$ cat src/rtl/core/soc_pkg.sv
// Shared constants and types of the segment versus obstacle collision check.
`timescale 1ns / 1ps

package soc_pkg;

  // Table size and coordinate precision.
  localparam int MAX_OBSTACLES = 16;
  localparam int COORD_BITS    = 16;
  localparam int SPAN_BITS     = COORD_BITS - 1;
  localparam int CNT_W         = $clog2(MAX_OBSTACLES + 1);
  localparam int IDX_W         = (MAX_OBSTACLES > 1) ? $clog2(MAX_OBSTACLES) : 1;

  // Datapath widths: endpoint differences, multiplier operands, products and
  // differences of products.
  localparam int DIFF_W = COORD_BITS + 1;
  localparam int OPW    = COORD_BITS + 2;
  localparam int PROD_W = 2 * OPW;
  localparam int NUM_W  = PROD_W + 1;

  // Products formed for each obstacle, and the slot each one lands in.
  localparam int NUM_PRODUCTS = 6;
  localparam int SLOT_W       = 3;
  localparam logic [SLOT_W-1:0] SLOT_DY_XL = 3'd0;
  localparam logic [SLOT_W-1:0] SLOT_DX_YT = 3'd1;
  localparam logic [SLOT_W-1:0] SLOT_DX_YB = 3'd2;
  localparam logic [SLOT_W-1:0] SLOT_SX_DY = 3'd3;
  localparam logic [SLOT_W-1:0] SLOT_DY_XR = 3'd4;
  localparam logic [SLOT_W-1:0] SLOT_SY_DX = 3'd5;

  // Configuration register indexes.
  localparam int CFG_IDX_W = 4;
  localparam logic [CFG_IDX_W-1:0] REG_MAP_WIDTH  = 4'd0;
  localparam logic [CFG_IDX_W-1:0] REG_MAP_HEIGHT = 4'd1;

  // Operation codes of an input transaction.
  localparam logic OP_LOAD  = 1'b0;
  localparam logic OP_CHECK = 1'b1;

  // One stored rectangle.
  typedef struct packed {
    logic [COORD_BITS-1:0] left;
    logic [COORD_BITS-1:0] bottom;
    logic [SPAN_BITS-1:0]  span_x;
    logic [SPAN_BITS-1:0]  span_y;
  } obstacle_t;

  // Request to and response from the shared multiplier.
  typedef struct packed {
    logic              valid;
    logic [SLOT_W-1:0] slot;
    logic [OPW-1:0]    a;
    logic [OPW-1:0]    b;
  } mul_req_t;

  typedef struct packed {
    logic              valid;
    logic [SLOT_W-1:0] slot;
    logic [PROD_W-1:0] product;
  } mul_rsp_t;

endpackage

$ cat src/rtl/core/soc_ifs.sv
// Channel interfaces of the collision check: input, result and configuration.
`timescale 1ns / 1ps

interface soc_in_if import soc_pkg::*; ();
  logic                         valid;
  logic                         ready;
  logic                         operation;
  logic signed [COORD_BITS-1:0] obstacle_left;
  logic signed [COORD_BITS-1:0] obstacle_bottom;
  logic        [SPAN_BITS-1:0]  obstacle_span_x;
  logic        [SPAN_BITS-1:0]  obstacle_span_y;
  logic signed [COORD_BITS-1:0] start_x;
  logic signed [COORD_BITS-1:0] start_y;
  logic signed [COORD_BITS-1:0] end_x;
  logic signed [COORD_BITS-1:0] end_y;

  modport source (
    output valid, operation, obstacle_left, obstacle_bottom, obstacle_span_x,
           obstacle_span_y, start_x, start_y, end_x, end_y,
    input  ready
  );
  modport sink (
    input  valid, operation, obstacle_left, obstacle_bottom, obstacle_span_x,
           obstacle_span_y, start_x, start_y, end_x, end_y,
    output ready
  );
endinterface

interface soc_out_if ();
  logic valid;
  logic ready;
  logic path_clear;
  logic table_full;

  modport source (output valid, path_clear, table_full, input ready);
  modport sink (input valid, path_clear, table_full, output ready);
endinterface

interface soc_cfg_if import soc_pkg::*; ();
  logic                 valid;
  logic                 ready;
  logic [CFG_IDX_W-1:0] index;
  logic [SPAN_BITS-1:0] data;

  modport source (output valid, index, data, input ready);
  modport sink (input valid, index, data, output ready);
endinterface

$ cat src/rtl/core/soc_mul_unit.sv
// Shared signed multiplier with a registered product and slot tag.
`timescale 1ns / 1ps

module soc_mul_unit import soc_pkg::*; (
  input  logic     clk,
  input  logic     rst_n,
  input  mul_req_t req,
  output mul_rsp_t rsp
);

  logic                     rsp_valid_r;
  logic [SLOT_W-1:0]        slot_r;
  logic signed [PROD_W-1:0] product_r;

  // The valid flag is control state and is cleared by reset.
  always_ff @(posedge clk) begin
    if (!rst_n) begin
      rsp_valid_r <= 1'b0;
    end else begin
      rsp_valid_r <= req.valid;
    end
  end

  // Full precision product of the two operands.
  always_ff @(posedge clk) begin
    if (req.valid) begin
      slot_r    <= req.slot;
      product_r <= PROD_W'($signed(req.a)) * PROD_W'($signed(req.b));
    end
  end

  assign rsp.valid   = rsp_valid_r;
  assign rsp.slot    = slot_r;
  assign rsp.product = product_r;

endmodule

$ cat src/rtl/core/segment_obstacle_collision_check.sv
// Steps: a load, or a check settled by the map bounds or an empty table, passes from acceptance
// through the finish state to the registered result; any other check walks the N stored
// obstacles, forming six products per obstacle through one shared multiplier followed
// by evaluations of the top, bottom, left and right edges, and a hit ends the walk early.
// Occupancy: one transaction in work at a time, and a result still stalled at the output holds
// back the next one. Reset clears the obstacle count and sets both map bounds to 50; the table
// contents are not cleared and only entries below the count are ever read.
`timescale 1ns / 1ps

module segment_obstacle_collision_check import soc_pkg::*; (
  input  logic     clk,
  input  logic     rst_n,
  soc_in_if.sink   in_if,
  soc_out_if.source out_if,
  soc_cfg_if.sink  cfg_if
);

  localparam logic [SPAN_BITS-1:0] MAP_RESET = SPAN_BITS'(50);
  localparam int NUM_EDGES = 4;
  localparam logic [SLOT_W-1:0] EDGE_TOP    = 3'd0;
  localparam logic [SLOT_W-1:0] EDGE_BOTTOM = 3'd1;
  localparam logic [SLOT_W-1:0] EDGE_LEFT   = 3'd2;
  localparam logic [SLOT_W-1:0] EDGE_RIGHT  = 3'd3;

  typedef enum logic [2:0] {
    ST_IDLE,
    ST_READ,
    ST_PREP,
    ST_DIFF,
    ST_MUL,
    ST_WAIT,
    ST_EDGE,
    ST_FINISH
  } state_t;

  // True when n / d lies in [0, 1], ends included, for d not zero.
  function automatic logic ratio_wide(input logic signed [NUM_W-1:0] n,
                                      input logic signed [NUM_W-1:0] d);
    logic ok;
    if (d > 0) begin
      ok = (n >= 0) && (n <= d);
    end else begin
      ok = (n <= 0) && (n >= d);
    end
    return ok;
  endfunction

  function automatic logic ratio_narrow(input logic signed [OPW-1:0] n,
                                        input logic signed [OPW-1:0] d);
    logic ok;
    if (d > 0) begin
      ok = (n >= 0) && (n <= d);
    end else begin
      ok = (n <= 0) && (n >= d);
    end
    return ok;
  endfunction

  state_t state_r;

  logic [SPAN_BITS-1:0] map_width_r;
  logic [SPAN_BITS-1:0] map_height_r;
  logic [CNT_W-1:0]     count_r;
  logic [IDX_W-1:0]     idx_r;
  logic [SLOT_W-1:0]    step_r;

  obstacle_t mem [MAX_OBSTACLES];
  obstacle_t rd_data_r;

  logic signed [COORD_BITS-1:0] ax_r, ay_r, bx_r, by_r;
  logic signed [DIFF_W-1:0]     dx_r, dy_r;
  logic signed [COORD_BITS-1:0] l_r, b_r;
  logic signed [OPW-1:0]        rt_r, t_r;
  logic        [SPAN_BITS-1:0]  sx_r, sy_r;
  logic signed [OPW-1:0]        xl_r, xr_r, yt_r, yb_r;
  logic signed [PROD_W-1:0]     prod_r [NUM_PRODUCTS];

  logic res_clear_r;
  logic res_full_r;
  logic out_valid_r;
  logic out_path_clear_r;
  logic out_table_full_r;

  logic      in_ready;
  logic      in_accept;
  logic      table_is_full;
  logic      load_write;
  logic      a_inside;
  logic      b_inside;
  logic      point_hit;
  logic      last_obstacle;
  mul_req_t  mul_req;
  mul_rsp_t  mul_rsp;

  logic signed [OPW-1:0]    near_n, near_d;
  logic signed [PROD_W-1:0] far_a, far_b, den_p;
  logic signed [NUM_W-1:0]  far_n, far_d;
  logic                     edge_hit;

  // Handshake and decode of the input transaction.
  assign in_ready      = (state_r == ST_IDLE);
  assign in_if.ready   = in_ready;
  assign in_accept     = in_if.valid && in_ready;
  assign table_is_full = (count_r == CNT_W'(MAX_OBSTACLES));
  assign load_write    = in_accept && (in_if.operation == OP_LOAD) && !table_is_full;

  // Both endpoints must lie strictly inside the map.
  assign a_inside = (in_if.start_x > 0) && (in_if.start_y > 0) &&
                    (in_if.start_x < $signed({1'b0, map_width_r})) &&
                    (in_if.start_y < $signed({1'b0, map_height_r}));
  assign b_inside = (in_if.end_x > 0) && (in_if.end_y > 0) &&
                    (in_if.end_x < $signed({1'b0, map_width_r})) &&
                    (in_if.end_y < $signed({1'b0, map_height_r}));

  // Either endpoint inside the current rectangle, edges included.
  assign point_hit = ((ax_r >= l_r) && (ax_r <= rt_r) && (ay_r >= b_r) && (ay_r <= t_r)) ||
                     ((bx_r >= l_r) && (bx_r <= rt_r) && (by_r >= b_r) && (by_r <= t_r));

  assign last_obstacle = ((CNT_W'(idx_r) + CNT_W'(1)) == count_r);

  // Operand selection for the shared multiplier, one product per cycle.
  always_comb begin
    mul_req.valid = (state_r == ST_MUL);
    mul_req.slot  = step_r;
    case (step_r)
      SLOT_DY_XL: begin
        mul_req.a = OPW'(dy_r);
        mul_req.b = xl_r;
      end
      SLOT_DX_YT: begin
        mul_req.a = OPW'(dx_r);
        mul_req.b = yt_r;
      end
      SLOT_DX_YB: begin
        mul_req.a = OPW'(dx_r);
        mul_req.b = yb_r;
      end
      SLOT_SX_DY: begin
        mul_req.a = OPW'(sx_r);
        mul_req.b = OPW'(dy_r);
      end
      SLOT_DY_XR: begin
        mul_req.a = OPW'(dy_r);
        mul_req.b = xr_r;
      end
      SLOT_SY_DX: begin
        mul_req.a = OPW'(sy_r);
        mul_req.b = OPW'(dx_r);
      end
      default: begin
        mul_req.a = '0;
        mul_req.b = '0;
      end
    endcase
  end

  soc_mul_unit u_mul (
    .clk   (clk),
    .rst_n (rst_n),
    .req   (mul_req),
    .rsp   (mul_rsp)
  );

  // Products land in their slots in the cycle after the multiplier registers them.
  always_ff @(posedge clk) begin
    if (mul_rsp.valid) begin
      prod_r[mul_rsp.slot] <= $signed(mul_rsp.product);
    end
  end

  // Edge test. The positive span cancels from the first ratio, so it needs only the
  // endpoint offset against the negated segment extent; the second ratio uses products.
  always_comb begin
    near_n = '0;
    near_d = '0;
    far_a  = '0;
    far_b  = '0;
    den_p  = '0;
    case (step_r)
      EDGE_TOP: begin
        near_n = yt_r;
        near_d = -OPW'(dy_r);
        far_a  = prod_r[SLOT_DX_YT];
        far_b  = prod_r[SLOT_DY_XL];
        den_p  = prod_r[SLOT_SX_DY];
      end
      EDGE_BOTTOM: begin
        near_n = yb_r;
        near_d = -OPW'(dy_r);
        far_a  = prod_r[SLOT_DX_YB];
        far_b  = prod_r[SLOT_DY_XL];
        den_p  = prod_r[SLOT_SX_DY];
      end
      EDGE_LEFT: begin
        near_n = xl_r;
        near_d = -OPW'(dx_r);
        far_a  = prod_r[SLOT_DX_YT];
        far_b  = prod_r[SLOT_DY_XL];
        den_p  = prod_r[SLOT_SY_DX];
      end
      EDGE_RIGHT: begin
        near_n = xr_r;
        near_d = -OPW'(dx_r);
        far_a  = prod_r[SLOT_DX_YT];
        far_b  = prod_r[SLOT_DY_XR];
        den_p  = prod_r[SLOT_SY_DX];
      end
      default: begin
        near_n = '0;
      end
    endcase
    far_n    = NUM_W'(far_a) - NUM_W'(far_b);
    far_d    = -NUM_W'(den_p);
    edge_hit = (den_p != 0) && ratio_narrow(near_n, near_d) && ratio_wide(far_n, far_d);
  end

  // Obstacle table: written on a load, read at the walk index with registered data.
  always_ff @(posedge clk) begin
    if (load_write) begin
      mem[count_r[IDX_W-1:0]] <= '{left:   in_if.obstacle_left,
                                    bottom: in_if.obstacle_bottom,
                                    span_x: in_if.obstacle_span_x,
                                    span_y: in_if.obstacle_span_y};
    end
    rd_data_r <= mem[idx_r];
  end

  // Configuration registers; writes are always taken.
  assign cfg_if.ready = 1'b1;

  always_ff @(posedge clk) begin
    if (!rst_n) begin
      map_width_r  <= MAP_RESET;
      map_height_r <= MAP_RESET;
    end else if (cfg_if.valid) begin
      unique case (cfg_if.index)
        REG_MAP_WIDTH:  map_width_r  <= cfg_if.data;
        REG_MAP_HEIGHT: map_height_r <= cfg_if.data;
        default: begin
        end
      endcase
    end
  end

  // Sequencer: walks the stored obstacles and holds the result register.
  always_ff @(posedge clk) begin
    if (!rst_n) begin
      state_r     <= ST_IDLE;
      count_r     <= '0;
      out_valid_r <= 1'b0;
    end else begin
      // A taken result is dropped here unless the finish step replaces it this cycle.
      if (out_valid_r && out_if.ready && (state_r != ST_FINISH)) begin
        out_valid_r <= 1'b0;
      end
      unique case (state_r)
        ST_IDLE: begin
          if (in_accept) begin
            if (in_if.operation == OP_LOAD) begin
              res_clear_r <= 1'b0;
              res_full_r  <= table_is_full;
              if (!table_is_full) begin
                count_r <= count_r + CNT_W'(1);
              end
              state_r <= ST_FINISH;
            end else begin
              ax_r        <= in_if.start_x;
              ay_r        <= in_if.start_y;
              bx_r        <= in_if.end_x;
              by_r        <= in_if.end_y;
              dx_r        <= DIFF_W'(in_if.end_x) - DIFF_W'(in_if.start_x);
              dy_r        <= DIFF_W'(in_if.end_y) - DIFF_W'(in_if.start_y);
              res_clear_r <= a_inside && b_inside;
              res_full_r  <= 1'b0;
              idx_r       <= '0;
              if (!(a_inside && b_inside) || (count_r == '0)) begin
                state_r <= ST_FINISH;
              end else begin
                state_r <= ST_READ;
              end
            end
          end
        end
        ST_READ: begin
          state_r <= ST_PREP;
        end
        ST_PREP: begin
          l_r     <= $signed(rd_data_r.left);
          b_r     <= $signed(rd_data_r.bottom);
          sx_r    <= rd_data_r.span_x;
          sy_r    <= rd_data_r.span_y;
          rt_r    <= OPW'($signed(rd_data_r.left)) + $signed(OPW'(rd_data_r.span_x));
          t_r     <= OPW'($signed(rd_data_r.bottom)) + $signed(OPW'(rd_data_r.span_y));
          state_r <= ST_DIFF;
        end
        ST_DIFF: begin
          xl_r   <= OPW'(ax_r) - OPW'(l_r);
          xr_r   <= OPW'(ax_r) - rt_r;
          yt_r   <= OPW'(ay_r) - t_r;
          yb_r   <= OPW'(ay_r) - OPW'(b_r);
          step_r <= '0;
          if (point_hit) begin
            res_clear_r <= 1'b0;
            state_r     <= ST_FINISH;
          end else begin
            state_r <= ST_MUL;
          end
        end
        ST_MUL: begin
          step_r <= step_r + SLOT_W'(1);
          if (step_r == SLOT_W'(NUM_PRODUCTS - 1)) begin
            state_r <= ST_WAIT;
          end
        end
        ST_WAIT: begin
          step_r  <= '0;
          state_r <= ST_EDGE;
        end
        ST_EDGE: begin
          step_r <= step_r + SLOT_W'(1);
          if (edge_hit) begin
            res_clear_r <= 1'b0;
            state_r     <= ST_FINISH;
          end else if (step_r == SLOT_W'(NUM_EDGES - 1)) begin
            if (last_obstacle) begin
              state_r <= ST_FINISH;
            end else begin
              idx_r   <= idx_r + IDX_W'(1);
              state_r <= ST_READ;
            end
          end
        end
        ST_FINISH: begin
          if (!out_valid_r || out_if.ready) begin
            out_valid_r      <= 1'b1;
            out_path_clear_r <= res_clear_r;
            out_table_full_r <= res_full_r;
            state_r          <= ST_IDLE;
          end
        end
        default: begin
          state_r <= ST_IDLE;
        end
      endcase
    end
  end

  assign out_if.valid      = out_valid_r;
  assign out_if.path_clear = out_path_clear_r;
  assign out_if.table_full = out_table_full_r;

endmodule

$ cat src/flat_wrapper.sv
// flat-port wrapper written by rule: the top's interface ports become plain ports
module segment_obstacle_collision_check_flat import soc_pkg::*;
  (clk, rst_n, in_if_valid, in_if_operation, in_if_obstacle_left, in_if_obstacle_bottom, in_if_obstacle_span_x, in_if_obstacle_span_y, in_if_start_x, in_if_start_y, in_if_end_x, in_if_end_y, in_if_ready, out_if_valid, out_if_path_clear, out_if_table_full, out_if_ready, cfg_if_valid, cfg_if_index, cfg_if_data, cfg_if_ready);
  soc_in_if in_if_i ();
  soc_out_if out_if_i ();
  soc_cfg_if cfg_if_i ();
  input  logic clk;
  input  logic rst_n;
  input wire logic [$bits(in_if_i.valid)-1:0] in_if_valid;
  input wire logic [$bits(in_if_i.operation)-1:0] in_if_operation;
  input wire logic [$bits(in_if_i.obstacle_left)-1:0] in_if_obstacle_left;
  input wire logic [$bits(in_if_i.obstacle_bottom)-1:0] in_if_obstacle_bottom;
  input wire logic [$bits(in_if_i.obstacle_span_x)-1:0] in_if_obstacle_span_x;
  input wire logic [$bits(in_if_i.obstacle_span_y)-1:0] in_if_obstacle_span_y;
  input wire logic [$bits(in_if_i.start_x)-1:0] in_if_start_x;
  input wire logic [$bits(in_if_i.start_y)-1:0] in_if_start_y;
  input wire logic [$bits(in_if_i.end_x)-1:0] in_if_end_x;
  input wire logic [$bits(in_if_i.end_y)-1:0] in_if_end_y;
  output wire logic [$bits(in_if_i.ready)-1:0] in_if_ready;
  output wire logic [$bits(out_if_i.valid)-1:0] out_if_valid;
  output wire logic [$bits(out_if_i.path_clear)-1:0] out_if_path_clear;
  output wire logic [$bits(out_if_i.table_full)-1:0] out_if_table_full;
  input wire logic [$bits(out_if_i.ready)-1:0] out_if_ready;
  input wire logic [$bits(cfg_if_i.valid)-1:0] cfg_if_valid;
  input wire logic [$bits(cfg_if_i.index)-1:0] cfg_if_index;
  input wire logic [$bits(cfg_if_i.data)-1:0] cfg_if_data;
  output wire logic [$bits(cfg_if_i.ready)-1:0] cfg_if_ready;
  assign in_if_i.valid = in_if_valid;
  assign in_if_i.operation = in_if_operation;
  assign in_if_i.obstacle_left = in_if_obstacle_left;
  assign in_if_i.obstacle_bottom = in_if_obstacle_bottom;
  assign in_if_i.obstacle_span_x = in_if_obstacle_span_x;
  assign in_if_i.obstacle_span_y = in_if_obstacle_span_y;
  assign in_if_i.start_x = in_if_start_x;
  assign in_if_i.start_y = in_if_start_y;
  assign in_if_i.end_x = in_if_end_x;
  assign in_if_i.end_y = in_if_end_y;
  assign in_if_ready = in_if_i.ready;
  assign out_if_valid = out_if_i.valid;
  assign out_if_path_clear = out_if_i.path_clear;
  assign out_if_table_full = out_if_i.table_full;
  assign out_if_i.ready = out_if_ready;
  assign cfg_if_i.valid = cfg_if_valid;
  assign cfg_if_i.index = cfg_if_index;
  assign cfg_if_i.data = cfg_if_data;
  assign cfg_if_ready = cfg_if_i.ready;
  segment_obstacle_collision_check u_core (.clk(clk), .rst_n(rst_n), .in_if(in_if_i), .out_if(out_if_i), .cfg_if(cfg_if_i));
endmodule
$ cat config.mk
export PLATFORM = sky130hd
export DESIGN_NAME = segment_obstacle_collision_check_flat
export DESIGN_NICKNAME = d
export VERILOG_FILES = /design/src/rtl/core/soc_pkg.sv /design/src/rtl/core/soc_ifs.sv /design/src/rtl/core/soc_mul_unit.sv /design/src/rtl/core/segment_obstacle_collision_check.sv /design/src/flat_wrapper.sv
export SDC_FILE = /design/constraint.sdc
export NUM_CORES = 2
export LEC_CHECK = 0
export BUFFER_PORTS_ARGS = -buffer_cell sky130_fd_sc_hd__clkbuf_2
export CAP_MARGIN = 30
export CORE_UTILIZATION = 30
export DETAILED_ROUTE_END_ITERATION = 12
export GPL_ROUTABILITY_DRIVEN = 0
export PLACE_DENSITY = 0.55
export SETUP_SLACK_MARGIN = 0.15
export SLEW_MARGIN = 20
export SYNTH_ARGS = -nofsm -noshare
export SYNTH_HDL_FRONTEND = slang
export SYNTH_HIERARCHICAL = 1
export SYNTH_SLANG_ARGS = --single-unit
$ cat constraint.sdc
create_clock -name clk -period 11.11 [get_ports clk]
set_input_delay 2.222 -clock clk [delete_from_list [all_inputs] [get_ports clk]]
set_output_delay 2.222 -clock clk [all_outputs]
set_load 0.01 [all_outputs]
==> out/metrics.yaml <==
status: "completed"
die-area_um2: 287700
ys_ff_latch: 1624
setup_viol: 0
synth_nets: 7024
coreArea_um2: 283000
postCtsHoldBufs: 0
cts-root-buf: "clkbuf_16"
routedWlPerCell_um: 24.44
start_util_pct: 30.27
clk_latency_ns: 0.89
grt_first_pass_wirelength_um: 361400
cts_tree: "done"
skew_ns: 0.1112
synth_edf_count: 1522
post_route_cells_drive_above_1_share_pct: 14.25
wl_um: 248600
cap_violations: 0
relSlewSlack_pct: 18.69
h-tree-depth: 4
path_clk_slew_ns: 0.06
vias: 52335
end_kind: "flop"
nets: 7230
cts_buffers: 173
crit_path_max_fanout: 24
async_flop_share_pct: 0
post-cts-setup-buffers: 0
top_layer: "met5"
numPortBuffers: 154
clock-sinks: 1624
cp_slowest_cell: "nor2b_4"
fin_crit_sh_pct: 85.78
ys.warnings.count: 6
period_minus_slack_ns: 9.530
finalSetupTns_ns: 0
antenna_found_initial: 53
seq_area_frac_synth_pct: 55.73
slew_violations: 0
met3_length_um: 15380
synthDistinctLibCells: 101
syn_area_per_cell_um2: 14.07
critPathMostFrequentCell: "ha_1"
worstSetupStartpointType: "flop"
wl_met1_um: 97400
dr.first_iter.drc_count: 4645
postSynthCellCount: 6088
firstDrtPassIters: 11
synth_area_um2: 85680
die_h_um: 536.4
ctsResizeCount: 0
finalHoldViolCount: 0
dp_hpwl_um: 173500
post-route-drc-count: 0
met2_length_um: 123400
clockBufferDepth: 4
final_cells: 10174
crit_arrival_ns: 10.06
grt_pass1_vias: 53610
fmax_mhz: 104.9
dieWidth_um: 536.4
ant_nets: 0
whs_ns: 0.4323
dp_cells: 9855
worstMarginPinSlew_ns: 1.220
rsz0062_at_grt: "false"
grt_start_max_net_pins: 136
final_area_um2: 96870
fp-row-count: 195
worstSetupPathType: "flop to flop"
place_area_um2: 91270
grt_overflow: 0
cp_slowest_stage_delay_ns: 0.69
ys_dominant_reg_cell: "edfxtp_1"
io_pins: 156
avgViaCountPerCell: 5.144
track_usage_pct: 17.08
required_ns: 11.64
worstHoldPathType: "flop to flop"
syn2layout_area_growth_pct: 13.07
## through the flow
stage	util, %	setup slack, ns
after floorplan	-	1.396
after global placement	32.20	1.783
after detailed placement	32.25	1.733
after CTS	34.18	1.732
after global routing	34.22	1.056
final	34.23	1.580
## worst max-delay path, delay by kind of cell (launching register included)
kind                       cells  cell delay (ns)
and+or+nand+nor               10             3.93
AOI/OAI and AO/OA             10             2.94
adders and majority gates      3             1.15
buffers and inverters          3             0.77
DFF                            1             0.45
## synth_stat cells (44+ instances only)
library cell,n,share of area [%]
o21ai_0,197,1.2
and2_1,184,1.3
fa_1,338,7.9
nor3_1,74,0.43
a22o_1,58,0.59
nand3_1,62,0.36
ha_1,447,6.5
nand4_1,59,0.43
mux4_2,310,8.1
a21oi_1,179,1.0
a21o_1,76,0.67
a22oi_1,70,0.61
dfxtp_1,102,2.4
buf_1,44,0.19
nand2_1,460,2.0
nor2b_1,64,0.47
nor2_1,246,1.1
a222oi_1,45,0.53
clkbuf_1,154,0.67
xnor2_1,132,1.3
xor2_1,59,0.60
edfxtp_1,1522,53
inv_1,607,2.7
## final cells by class
class | instances | area [µm²]
fill | 27327 | 186200
clock inverter | 59 | 611.8
clock buffer | 244 | 4860
inverter | 607 | 2278
timing repair buffer | 249 | 1673
sequential | 1624 | 47750
antenna | 9 | 22.52
multi-input combinational | 3639 | 35000
tap | 3743 | 4683
## cell usage in the layout (no fill, tap or decap), drive strengths merged, types with 45 or more instances in the layout
master and instances:
ha 447, a22o 58, a21oi 181, mux4 310
xor2 59, buf 94, and2 184, o21ai 205
nand2 461, nor4 46, inv 617, nor2 246
fa 338, a21o 76, a222oi 45, edfxtp 1522
clkbuf 399, dfxtp 102, nand3 62, nor3 75
xnor2 133, a22oi 70, nor2b 65, nand4 59
## path summary, 6_finish.rpt
kind / cells past startpoint / from / slack (ns) / end
worst max-delay path: 26 / u_core/step_r[0] / 1.58 / u_core/idx_r[0]
worst min-delay path: 0 / u_core/res_full_r / 0.43 / u_core/out_if.table_full
worst max register to register: 26 / u_core/step_r[0] / 1.58 / u_core/idx_r[0]
worst min register to register: 0 / u_core/res_full_r / 0.43 / u_core/out_if.table_full
## layer usage
layer,vias up,track usage [%]
li1,23134,-
met1,26875,20.66
met2,1738,29.57
met3,556,3.201
met4,32,7.495
met5,-,0
## sequential cells by signal, summed over array words and instances, names as in the netlist, 4 cells and up
| signal | cells |
|---|---|
| u_core/yt_r | 18 |
| u_core/rt_r | 17 |
| u_core/yb_r | 17 |
| u_core/map_width_r | 15 |
| u_core/xr_r | 18 |
| u_core/dx_r | 17 |
| u_core/b_r | 16 |
| u_core/bx_r | 16 |
| u_core/ax_r | 16 |
| u_core/rd_data_r | 62 |
| u_core/xl_r | 17 |
| u_core/l_r | 16 |
| u_core/u_mul/product_r | 36 |
| u_core/idx_r | 4 |
| u_core/sy_r | 15 |
| u_core/prod_r | 216 |
| u_core/sx_r | 15 |
| u_core/count_r | 5 |
| u_core/ay_r | 16 |
| u_core/by_r | 16 |
| u_core/t_r | 17 |
| u_core/dy_r | 17 |
| u_core/map_height_r | 15 |
| u_core/mem | 992 |
## cells by family after synthesis
family,synth area share (%)
flip-flops,55.73
multiplexers,8.701
adder cells (fa/ha/maj),14.43
XOR/XNOR,1.972
AND/OR/NAND/NOR,8.045
buffers and inverters,3.664
AO/OA/AOI/OAI,7.461
other,0.004377
Power is not shown: default switching activity piles up to over one toggle a cycle in this logic, so the estimate is an artifact.
